--- config.mk ---
export PLATFORM = sky130hd
export DESIGN_NAME = yuyv_to_rgb_convert_core_flat
export DESIGN_NICKNAME = d
export VERILOG_FILES = /design/src/design/yrc_pkg.sv /design/src/design/yrc_in_if.sv /design/src/design/yrc_out_if.sv /design/src/design/yrc_prep.sv /design/src/design/yrc_product.sv /design/src/design/yrc_divide.sv /design/src/design/yrc_mix.sv /design/src/design/yuyv_to_rgb_convert_core.sv /design/src/flat_wrapper.sv
export SDC_FILE = /design/constraint.sdc
export NUM_CORES = 1
export LEC_CHECK = 0
export BUFFER_PORTS_ARGS = -buffer_cell sky130_fd_sc_hd__buf_2
export CAP_MARGIN = 10
export CORE_MARGIN = 2
export CORE_UTILIZATION = 30
export DETAILED_ROUTE_END_ITERATION = 8
export PLACE_DENSITY_LB_ADDON = 0.1
export SYNTH_ARGS = -nofsm -noshare
export SYNTH_HDL_FRONTEND = slang
export SYNTH_SLANG_ARGS = --single-unit
--- constraint.sdc ---
create_clock -name clk_i -period 7 [get_ports clk_i]
set_clock_uncertainty 0.2 [all_clocks]
set_input_delay 1.05 -clock clk_i [delete_from_list [all_inputs] [get_ports clk_i]]
set_output_delay 1.05 -clock clk_i [all_outputs]
set_load 0.05 [all_outputs]
--- src/design/yrc_pkg.sv ---
// Package of types, constants and helpers shared across the YUYV to RGB converter.
`timescale 1ns / 1ps

package yrc_pkg;

  localparam int unsigned ByteW = 8;
  localparam int unsigned ProdW = 18;
  localparam int unsigned RecipW = 19;
  localparam int unsigned MulW = ProdW + RecipW;
  localparam int unsigned SumW = 11;

  localparam int unsigned ChromaOffset = 128;
  localparam int unsigned CoefCrRed = 1402;
  localparam int unsigned CoefCbGreen = 344;
  localparam int unsigned CoefCrGreen = 714;
  localparam int unsigned CoefCbBlue = 1772;
  localparam int unsigned CoefScale = 1000;
  localparam int unsigned ChannelMax = 255;

  // floor(m / 1000) equals (m * RecipMul) >> RecipShift for every m below 2^ProdW.
  localparam int unsigned RecipShift = 28;
  localparam int unsigned RecipMul = ((1 << RecipShift) + CoefScale - 1) / CoefScale;

  typedef logic [ByteW-1:0] byte_t;
  typedef logic [ProdW-1:0] prod_val_t;

  typedef struct packed {
    byte_t luma_first;
    byte_t luma_second;
    byte_t mag_blue;
    byte_t mag_red;
    logic  neg_blue;
    logic  neg_red;
  } prep_t;

  typedef struct packed {
    byte_t     luma_first;
    byte_t     luma_second;
    logic      neg_blue;
    logic      neg_red;
    prod_val_t prod_red;
    prod_val_t prod_green_blue;
    prod_val_t prod_green_red;
    prod_val_t prod_blue;
  } prod_t;

  typedef struct packed {
    byte_t luma_first;
    byte_t luma_second;
    logic  neg_blue;
    logic  neg_red;
    byte_t quot_red;
    byte_t quot_green_blue;
    byte_t quot_green_red;
    byte_t quot_blue;
  } quot_t;

  typedef struct packed {
    byte_t red_first;
    byte_t green_first;
    byte_t blue_first;
    byte_t red_second;
    byte_t green_second;
    byte_t blue_second;
  } rgb_t;

endpackage

--- src/design/yrc_in_if.sv ---
// Interface of the incoming YUYV macropixel channel.
`timescale 1ns / 1ps

interface yrc_in_if;
  logic       valid;
  logic       ready;
  logic [7:0] luma_first;
  logic [7:0] chroma_blue;
  logic [7:0] luma_second;
  logic [7:0] chroma_red;

  modport source (
    output valid, luma_first, chroma_blue, luma_second, chroma_red,
    input  ready
  );
  modport sink (
    input  valid, luma_first, chroma_blue, luma_second, chroma_red,
    output ready
  );
endinterface

--- src/design/yrc_out_if.sv ---
// Interface of the outgoing RGB888 pixel pair channel.
`timescale 1ns / 1ps

interface yrc_out_if;
  logic       valid;
  logic       ready;
  logic [7:0] red_first;
  logic [7:0] green_first;
  logic [7:0] blue_first;
  logic [7:0] red_second;
  logic [7:0] green_second;
  logic [7:0] blue_second;

  modport source (
    output valid, red_first, green_first, blue_first,
    output red_second, green_second, blue_second,
    input  ready
  );
  modport sink (
    input  valid, red_first, green_first, blue_first,
    input  red_second, green_second, blue_second,
    output ready
  );
endinterface

--- src/design/yrc_prep.sv ---
// First stage: removes the chroma offset and splits each chroma value into sign and magnitude.
`timescale 1ns / 1ps

module yrc_prep (
  input  logic          clk_i,
  input  logic          rst_ni,
  input  logic          valid_i,
  output logic          ready_o,
  input  yrc_pkg::byte_t luma_first_i,
  input  yrc_pkg::byte_t chroma_blue_i,
  input  yrc_pkg::byte_t luma_second_i,
  input  yrc_pkg::byte_t chroma_red_i,
  output logic          valid_o,
  input  logic          ready_i,
  output yrc_pkg::prep_t data_o
);
  import yrc_pkg::*;

  logic  valid_q;
  prep_t data_d, data_q;

  assign ready_o = !valid_q || ready_i;

  // A byte below the offset gives a negative value whose magnitude is offset minus byte.
  always_comb begin
    data_d.luma_first  = luma_first_i;
    data_d.luma_second = luma_second_i;
    data_d.neg_blue    = !chroma_blue_i[ByteW-1];
    data_d.neg_red     = !chroma_red_i[ByteW-1];
    data_d.mag_blue    = chroma_blue_i[ByteW-1] ? {1'b0, chroma_blue_i[ByteW-2:0]}
                                                : ByteW'(ChromaOffset) - chroma_blue_i;
    data_d.mag_red     = chroma_red_i[ByteW-1] ? {1'b0, chroma_red_i[ByteW-2:0]}
                                               : ByteW'(ChromaOffset) - chroma_red_i;
  end

  always_ff @(posedge clk_i or negedge rst_ni) begin
    if (!rst_ni) begin
      valid_q <= 1'b0;
    end else if (ready_o) begin
      valid_q <= valid_i;
    end
  end

  always_ff @(posedge clk_i) begin
    if (ready_o && valid_i) begin
      data_q <= data_d;
    end
  end

  assign valid_o = valid_q;
  assign data_o  = data_q;

endmodule

--- src/design/yrc_product.sv ---
// Second stage: multiplies the chroma magnitudes by the four colour coefficients.
`timescale 1ns / 1ps

module yrc_product (
  input  logic           clk_i,
  input  logic           rst_ni,
  input  logic           valid_i,
  output logic           ready_o,
  input  yrc_pkg::prep_t data_i,
  output logic           valid_o,
  input  logic           ready_i,
  output yrc_pkg::prod_t data_o
);
  import yrc_pkg::*;

  logic      valid_q;
  prod_t     data_d, data_q;
  prod_val_t mag_blue_w, mag_red_w;

  assign ready_o    = !valid_q || ready_i;
  assign mag_blue_w = ProdW'(data_i.mag_blue);
  assign mag_red_w  = ProdW'(data_i.mag_red);

  always_comb begin
    data_d.luma_first      = data_i.luma_first;
    data_d.luma_second     = data_i.luma_second;
    data_d.neg_blue        = data_i.neg_blue;
    data_d.neg_red         = data_i.neg_red;
    data_d.prod_red        = mag_red_w * ProdW'(CoefCrRed);
    data_d.prod_green_blue = mag_blue_w * ProdW'(CoefCbGreen);
    data_d.prod_green_red  = mag_red_w * ProdW'(CoefCrGreen);
    data_d.prod_blue       = mag_blue_w * ProdW'(CoefCbBlue);
  end

  always_ff @(posedge clk_i or negedge rst_ni) begin
    if (!rst_ni) begin
      valid_q <= 1'b0;
    end else if (ready_o) begin
      valid_q <= valid_i;
    end
  end

  always_ff @(posedge clk_i) begin
    if (ready_o && valid_i) begin
      data_q <= data_d;
    end
  end

  assign valid_o = valid_q;
  assign data_o  = data_q;

endmodule

--- src/design/yrc_divide.sv ---
// Third stage: divides each product magnitude by the coefficient scale through a reciprocal.
`timescale 1ns / 1ps

module yrc_divide (
  input  logic           clk_i,
  input  logic           rst_ni,
  input  logic           valid_i,
  output logic           ready_o,
  input  yrc_pkg::prod_t data_i,
  output logic           valid_o,
  input  logic           ready_i,
  output yrc_pkg::quot_t data_o
);
  import yrc_pkg::*;

  logic  valid_q;
  quot_t data_d, data_q;

  function automatic byte_t scale_down(prod_val_t m);
    logic [MulW-1:0] full;
    full = MulW'(m) * MulW'(RecipMul);
    return ByteW'(full >> RecipShift);
  endfunction

  assign ready_o = !valid_q || ready_i;

  // Dividing the magnitude and keeping the sign apart truncates toward zero.
  always_comb begin
    data_d.luma_first      = data_i.luma_first;
    data_d.luma_second     = data_i.luma_second;
    data_d.neg_blue        = data_i.neg_blue;
    data_d.neg_red         = data_i.neg_red;
    data_d.quot_red        = scale_down(data_i.prod_red);
    data_d.quot_green_blue = scale_down(data_i.prod_green_blue);
    data_d.quot_green_red  = scale_down(data_i.prod_green_red);
    data_d.quot_blue       = scale_down(data_i.prod_blue);
  end

  always_ff @(posedge clk_i or negedge rst_ni) begin
    if (!rst_ni) begin
      valid_q <= 1'b0;
    end else if (ready_o) begin
      valid_q <= valid_i;
    end
  end

  always_ff @(posedge clk_i) begin
    if (ready_o && valid_i) begin
      data_q <= data_d;
    end
  end

  assign valid_o = valid_q;
  assign data_o  = data_q;

endmodule

--- src/design/yrc_mix.sv ---
// Fourth stage: adds the signed chroma terms to each luma and saturates every channel.
`timescale 1ns / 1ps

module yrc_mix (
  input  logic           clk_i,
  input  logic           rst_ni,
  input  logic           valid_i,
  output logic           ready_o,
  input  yrc_pkg::quot_t data_i,
  output logic           valid_o,
  input  logic           ready_i,
  output yrc_pkg::rgb_t  data_o
);
  import yrc_pkg::*;

  typedef logic signed [SumW-1:0] sum_t;

  logic valid_q;
  rgb_t data_d, data_q;
  sum_t term_red, term_green, term_blue;

  function automatic sum_t signed_term(logic neg, byte_t mag);
    sum_t val;
    val = sum_t'({{(SumW-ByteW){1'b0}}, mag});
    return neg ? -val : val;
  endfunction

  function automatic byte_t saturate(sum_t v);
    byte_t res;
    if (v < 0) begin
      res = '0;
    end else if (v > sum_t'(ChannelMax)) begin
      res = ByteW'(ChannelMax);
    end else begin
      res = v[ByteW-1:0];
    end
    return res;
  endfunction

  function automatic sum_t widen(byte_t luma);
    return sum_t'({{(SumW-ByteW){1'b0}}, luma});
  endfunction

  assign ready_o    = !valid_q || ready_i;
  assign term_red   = signed_term(data_i.neg_red, data_i.quot_red);
  assign term_blue  = signed_term(data_i.neg_blue, data_i.quot_blue);
  assign term_green = -signed_term(data_i.neg_blue, data_i.quot_green_blue)
                      - signed_term(data_i.neg_red, data_i.quot_green_red);

  always_comb begin
    data_d.red_first    = saturate(widen(data_i.luma_first) + term_red);
    data_d.green_first  = saturate(widen(data_i.luma_first) + term_green);
    data_d.blue_first   = saturate(widen(data_i.luma_first) + term_blue);
    data_d.red_second   = saturate(widen(data_i.luma_second) + term_red);
    data_d.green_second = saturate(widen(data_i.luma_second) + term_green);
    data_d.blue_second  = saturate(widen(data_i.luma_second) + term_blue);
  end

  always_ff @(posedge clk_i or negedge rst_ni) begin
    if (!rst_ni) begin
      valid_q <= 1'b0;
    end else if (ready_o) begin
      valid_q <= valid_i;
    end
  end

  always_ff @(posedge clk_i) begin
    if (ready_o && valid_i) begin
      data_q <= data_d;
    end
  end

  assign valid_o = valid_q;
  assign data_o  = data_q;

endmodule

--- src/design/yuyv_to_rgb_convert_core.sv ---
// Top level of the YUYV 4:2:2 to RGB888 converter.
`timescale 1ns / 1ps

// This block turns one YUYV macropixel word (two luma bytes with the Cb and Cr
// bytes they share) into one word of two RGB888 pixels, using BT.601-style
// integer coefficients with each chroma product divided by 1000, truncated
// toward zero, and each channel clamped to 0..255. It accepts one word per
// clock cycle while the output does not stall. The four register stages are
// offset removal, coefficient multiplication, reciprocal division and luma
// mixing with saturation. Every stage has its own valid bit and takes a new
// word whenever it is empty or its successor takes its word, so a stalled
// output fills the empty stages before input ready falls, and no word is lost
// or repeated. There is no state beyond the pipeline and reset only empties it.

module yuyv_to_rgb_convert_core (
  input  logic      clk_i,
  input  logic      rst_ni,
  yrc_in_if.sink    pix_i,
  yrc_out_if.source rgb_o
);
  import yrc_pkg::*;

  // Handshake and payload between the stages.
  logic  prep_valid, prep_ready;
  logic  prod_valid, prod_ready;
  logic  quot_valid, quot_ready;
  prep_t prep_data;
  prod_t prod_data;
  quot_t quot_data;
  rgb_t  rgb_data;

  // Offset removal: each chroma byte becomes a sign and a magnitude.
  yrc_prep u_prep (
    .clk_i         (clk_i),
    .rst_ni        (rst_ni),
    .valid_i       (pix_i.valid),
    .ready_o       (pix_i.ready),
    .luma_first_i  (pix_i.luma_first),
    .chroma_blue_i (pix_i.chroma_blue),
    .luma_second_i (pix_i.luma_second),
    .chroma_red_i  (pix_i.chroma_red),
    .valid_o       (prep_valid),
    .ready_i       (prep_ready),
    .data_o        (prep_data)
  );

  // The four coefficient products, on magnitudes only.
  yrc_product u_product (
    .clk_i   (clk_i),
    .rst_ni  (rst_ni),
    .valid_i (prep_valid),
    .ready_o (prep_ready),
    .data_i  (prep_data),
    .valid_o (prod_valid),
    .ready_i (prod_ready),
    .data_o  (prod_data)
  );

  // Division by 1000 as a multiplication by a scaled reciprocal, which is
  // exact over the whole range of product magnitudes.
  yrc_divide u_divide (
    .clk_i   (clk_i),
    .rst_ni  (rst_ni),
    .valid_i (prod_valid),
    .ready_o (prod_ready),
    .data_i  (prod_data),
    .valid_o (quot_valid),
    .ready_i (quot_ready),
    .data_o  (quot_data)
  );

  // The signs are put back, the terms added to each luma and the channels clamped.
  yrc_mix u_mix (
    .clk_i   (clk_i),
    .rst_ni  (rst_ni),
    .valid_i (quot_valid),
    .ready_o (quot_ready),
    .data_i  (quot_data),
    .valid_o (rgb_o.valid),
    .ready_i (rgb_o.ready),
    .data_o  (rgb_data)
  );

  assign rgb_o.red_first    = rgb_data.red_first;
  assign rgb_o.green_first  = rgb_data.green_first;
  assign rgb_o.blue_first   = rgb_data.blue_first;
  assign rgb_o.red_second   = rgb_data.red_second;
  assign rgb_o.green_second = rgb_data.green_second;
  assign rgb_o.blue_second  = rgb_data.blue_second;

endmodule
--- src/flat_wrapper.sv ---
// flat-port wrapper written by rule: the top's interface ports become plain ports
module yuyv_to_rgb_convert_core_flat import yrc_pkg::*;
  (clk_i, rst_ni, pix_i_valid, pix_i_luma_first, pix_i_chroma_blue, pix_i_luma_second, pix_i_chroma_red, pix_i_ready, rgb_o_valid, rgb_o_red_first, rgb_o_green_first, rgb_o_blue_first, rgb_o_red_second, rgb_o_green_second, rgb_o_blue_second, rgb_o_ready);
  yrc_in_if pix_i_i ();
  yrc_out_if rgb_o_i ();
  input  logic clk_i;
  input  logic rst_ni;
  input wire logic [$bits(pix_i_i.valid)-1:0] pix_i_valid;
  input wire logic [$bits(pix_i_i.luma_first)-1:0] pix_i_luma_first;
  input wire logic [$bits(pix_i_i.chroma_blue)-1:0] pix_i_chroma_blue;
  input wire logic [$bits(pix_i_i.luma_second)-1:0] pix_i_luma_second;
  input wire logic [$bits(pix_i_i.chroma_red)-1:0] pix_i_chroma_red;
  output wire logic [$bits(pix_i_i.ready)-1:0] pix_i_ready;
  output wire logic [$bits(rgb_o_i.valid)-1:0] rgb_o_valid;
  output wire logic [$bits(rgb_o_i.red_first)-1:0] rgb_o_red_first;
  output wire logic [$bits(rgb_o_i.green_first)-1:0] rgb_o_green_first;
  output wire logic [$bits(rgb_o_i.blue_first)-1:0] rgb_o_blue_first;
  output wire logic [$bits(rgb_o_i.red_second)-1:0] rgb_o_red_second;
  output wire logic [$bits(rgb_o_i.green_second)-1:0] rgb_o_green_second;
  output wire logic [$bits(rgb_o_i.blue_second)-1:0] rgb_o_blue_second;
  input wire logic [$bits(rgb_o_i.ready)-1:0] rgb_o_ready;
  assign pix_i_i.valid = pix_i_valid;
  assign pix_i_i.luma_first = pix_i_luma_first;
  assign pix_i_i.chroma_blue = pix_i_chroma_blue;
  assign pix_i_i.luma_second = pix_i_luma_second;
  assign pix_i_i.chroma_red = pix_i_chroma_red;
  assign pix_i_ready = pix_i_i.ready;
  assign rgb_o_valid = rgb_o_i.valid;
  assign rgb_o_red_first = rgb_o_i.red_first;
  assign rgb_o_green_first = rgb_o_i.green_first;
  assign rgb_o_blue_first = rgb_o_i.blue_first;
  assign rgb_o_red_second = rgb_o_i.red_second;
  assign rgb_o_green_second = rgb_o_i.green_second;
  assign rgb_o_blue_second = rgb_o_i.blue_second;
  assign rgb_o_i.ready = rgb_o_ready;
  yuyv_to_rgb_convert_core u_core (.clk_i(clk_i), .rst_ni(rst_ni), .pix_i(pix_i_i), .rgb_o(rgb_o_i));
endmodule
# Word-level counts from Yosys, hierarchy flattened
# Cells that the tools add are included.
dict set report classes {
  addsub 14
  n_mul 8
  div 0
  n_lt_le_gt_ge 12
  n_eq_ne 0
  shifts 0
  n_mux 12
  n_bitwise 0
  n_reduce_logical 14
}
# operator count
set ops {}
lappend ops {{$add A9 B11 Y11} 6}
lappend ops {{$gt A11 B9 Y1 const B} 6}
lappend ops {{$lt A11 B1 Y1 const B} 6}
lappend ops {{$mul A17 B17 Y33 const B} 2}
lappend ops {{$mux W8} 6}
lappend ops {{$mux W11} 4}
lappend ops {{$neg A8 Y11} 4}
lappend ops {{$mul A16 B17 Y32 const B} 1}
lappend ops {{$mul A15 B17 Y31 const B} 1}
lappend ops {{$mul A8 B10 Y17 const B} 1}
lappend ops {{$mul A8 B9 Y17 const B} 1}
lappend ops {{$mul A8 B9 Y16 const B} 1}
lappend ops {{$sub A8 B8 Y8 const A} 2}
lappend ops {{$mul A8 B6 Y14 const B} 1}
lappend ops {{$mux W7} 2}
lappend ops {{$neg A11 Y11} 1}
lappend ops {{$sub A11 B11 Y11} 1}
lappend ops {{$logic_not A1 Y1} 6}
lappend ops {{$logic_and A1 B1 Y1} 4}
lappend ops {{$logic_or A1 B1 Y1} 4}
dict set report totals {
  regBits 219
  latchBits 0
  ramBits 0
  rom_bits 0
  input_bits 36
  elab_cells 94
  memories 0
}

# Depth between registers and ports, before layout
dict set report depth {
  word_depth 7
  depth_mapped 19
  depth_no_buf 19
}

# Cells and area by module
# From an unflattened synthesis, not the netlist that was laid out.
dict set report unflattened {
  hier_cells 2942
  hier_area_um2 30446.7
}
# mod n_inst cells_each area_each_um2
set modules_own_cells {}
lappend modules_own_cells {yrc_divide 1 1497 15688.8}
lappend modules_own_cells {yrc_product 1 711 7752.4}
lappend modules_own_cells {yrc_mix 1 652 5639.2}
lappend modules_own_cells {yrc_prep 1 82 1366.3}

# Least setup slack after synthesis
# OpenSTA, ideal clock, no wires.
dict set report synth_path {
  kind {flip-flop to flip-flop}
  start {reg u_core.u_product.data_o[2] (netlist name)}
  end {reg u_core.u_divide.data_q, in the netlist u_core.u_divide.data_o[22], data pin}
  arrival_time_ps 4834
  slack_ps 1705
  stages_incl_launch_ff 18
  n_path_buf 0
  path_cell_list {edfxtp_1 > ha_1 > ha_1 > fa_1 > fa_1 > fa_1 > inv_1 > fa_1 > inv_1 > ha_1 > a21o_1 > a21o_1 > a221oi_1 > o31ai_1 > a21oi_1 > o211ai_1 > a21oi_1 > xnor2_1}
}
# element line_no
set synth_lines {}
lappend synth_lines {{end signal: assignment} yrc_divide.sv:49} ;# data_q <= data_d;
lappend synth_lines {{end: declaration} yrc_divide.sv:17} ;# quot_t data_d, data_q;

==> flow_summary.ini <==
[outcome]
status = complete, no violations

[grt]
grt_pass1_vias = 19700
grt_pass1_wl_um = 102000
antenna_found_initial = 0
grt.total_usage = 0.136
grt_max_degree = 51
overflow = 0

[setup_path]
crit_slowest_cell = edfxtp_1
path_class = reg2reg
cp_max_fo = 9
crit_arrival_ns = 5.86
worst-path-buf-inv = 2
crit_path_start_kind = flop
required_ns = 7.13
end_kind = flop
cp_top_family = adder cells
cp_num_cells = 17
crit_top_cell = fa_1
slowest_delay_ns = 0.60
worstPathCellList = ha_1, ha_1, fa_1, fa_1, fa_1, inv_1, fa_1, inv_1, ha_1, a21o_1, a21o_1, a221oi_1, o31ai_1, a21oi_1, o211ai_1, a21oi_1, xnor2_1
reg2reg_depth = 17

[sta]
fin_crit_sh = 0.820
post-route-min-period_ns = 5.74
setup_tns_ns = 0
grt_setup_unrepaired = no
relSlewSlack = 0.500
setup_violations = 0
hold_viol_final = 0
max_freq_mhz = 174
worstMarginPinSlew_ns = 0.749
drv_slew = 0

[logic_synthesis]
ys_seq_elements = 211
synthesis.area_um2 = 27500
synth_common_cells = 727 x ha_1, 554 x inv_1, 232 x fa_1
synth_nets = 3563
synth_top_area_frac = 0.331
synth_most_common_cell = ha_1
synth.avg_cell_area_um2 = 10.7
yosys-top-cells-area = ha_1 33%, edfxtp_1 23%, fa_1 17%, inv_1 7.6%, xnor2_1 3.2%
synth_cell_types = 64
ys_warn_count = 0
synth_ff_type = edfxtp_1
synth_edf_count = 207
syn_inst = 2568
synth_top_area_cell = ha_1
async_flop_share = 0.0190
yosysSeqAreaShare = 0.230

[floorplanning]
coreArea_um2 = 91200
die_area_um2 = 94100
io_pins = 86
fp.dieW_um = 307
row_count = 111
die_h_um = 307
start_util = 0.301

[placement]
gp_congestion = 0.795
io_buffers = 85
dp_hpwl_um = 51700

[routing]
wire_per_inst_um = 15.8
drtIter0Drc = 504
vias_per_cell = 4.57
wl_um = 61600
vias = 17800
firstDrtPassIters = 6
drc = 0
antenna_left = 0

[clocking]
cts_max_path_buffers = 3
clkLatencyLatePin_ns = 0.60
cts-hold-fix-buffers = 0
cts_tree = yes
cts_inserted_buffers = 31
clockRootBuffer = clkbuf_16
post-cts-setup-buffers = 0
htree_levels = 1
cts.clk_slew.worst_paths_ns = 0.06
cts_resized = 0
clock-sinks = 211

[min_path]
worstHoldPathType = in2async

[final_layout]
drive_above_1_share = 0.0639
nets = 3678
synthToLayoutAreaGrowth_pct = 10.7

[job]
timing.max_cap.violations = 0
worst paths after layout:
kind | start | to | slack [ns]
setup / recovery | u_core.u_product.data_o[2] | u_core.u_divide.data_o[22] | 1.26
hold / removal | rst_ni | u_core.u_prep.valid_o | 0.06
setup reg to reg | u_core.u_product.data_o[2] | u_core.u_divide.data_o[22] | 1.26
hold reg to reg | u_core.u_product.data_o[87] | u_core.u_divide.data_o[47] | 0.22
max in group asynchronous | rst_ni | u_core.u_mix.valid_o | 6.41
min in group clk_i | u_core.u_product.data_o[87] | u_core.u_divide.data_o[47] | 0.22
sequential cells by signal (all words and copies together) (netlist names):
signal	count
u_core.u_divide.data_o	50
u_core.u_divide.valid_o	1
u_core.u_mix.data_o	48
u_core.u_mix.valid_o	1
u_core.u_prep.data_o	34
u_core.u_prep.valid_o	1
u_core.u_product.data_o	75
u_core.u_product.valid_o	1
through the flow:
stage	setup WS [ns]	hold WS [ns]	area (µm²)	util	cells
after floorplan	1.70	0.200	27500	-	2568
after global placement	1.25	0.208	29400	0.322	3836
after detailed placement	1.19	0.205	29400	0.322	3836
after CTS	1.19	0.0152	30400	0.333	3894
after global routing	0.931	0.0374	30400	0.333	3894
final	1.26	0.0647	30400	0.333	3896
layout by cell type (no fill, tap or decap), types with 11 or more instances in the layout:
master and instances:
ha_1 727, inv_1 554, fa_1 232, edfxtp_1 207, xnor2_1 101, a21oi_1 93
nor2_1 87, buf_2 85, o21ai_0 72, nand2_1 64, xor2_1 41, nor3_1 39
o21a_1 36, a21o_1 32, clkbuf_16 31, nand3_1 29, nor2b_1 22, nand2b_1 16
a21boi_0 16, a22oi_1 15, o211ai_1 13, or3_1 13, o31ai_1 11
cell families after synthesis:
kind of cell / after synthesis / share of synthesized area
fa+ha+maj: 959 / 0.500
xor+xnor: 145 / 0.0474
compound gates: 357 / 0.0847
mux: 2 / 0.000819
buf+inv: 561 / 0.0766
simple gates: 333 / 0.0609
flops: 211 / 0.230
worst reg2reg max path: cells and delay by family, from the launching register on:
kind                       cells  cell delay [ns]
AOI/OAI and AO/OA              7             1.60
xor gates and xnor gates       1             0.09
adders and majority gates      7             2.90
buffers and inverters          2             0.10
DFF                            1             0.60
final cells by class:
class	count	area [µm²]
antenna	2	5.00
tap	1186	1480
multi-input combinational	1796	19100
fill	9228	60800
sequential	211	6320
clock inverter	22	193
inverter	554	2080
timing repair buffer	89	455
clock buffer	36	815
metal layers:
layer / GRT usage / routed length [µm]
met5: 0 / 0
met4: 0.0315 / 1360
met3: 0.0165 / 2000
met2: 0.236 / 28700
met1: 0.180 / 29500
Power is not shown: default switching activity piles up to over one toggle a cycle in this logic, so the estimate is an artifact.
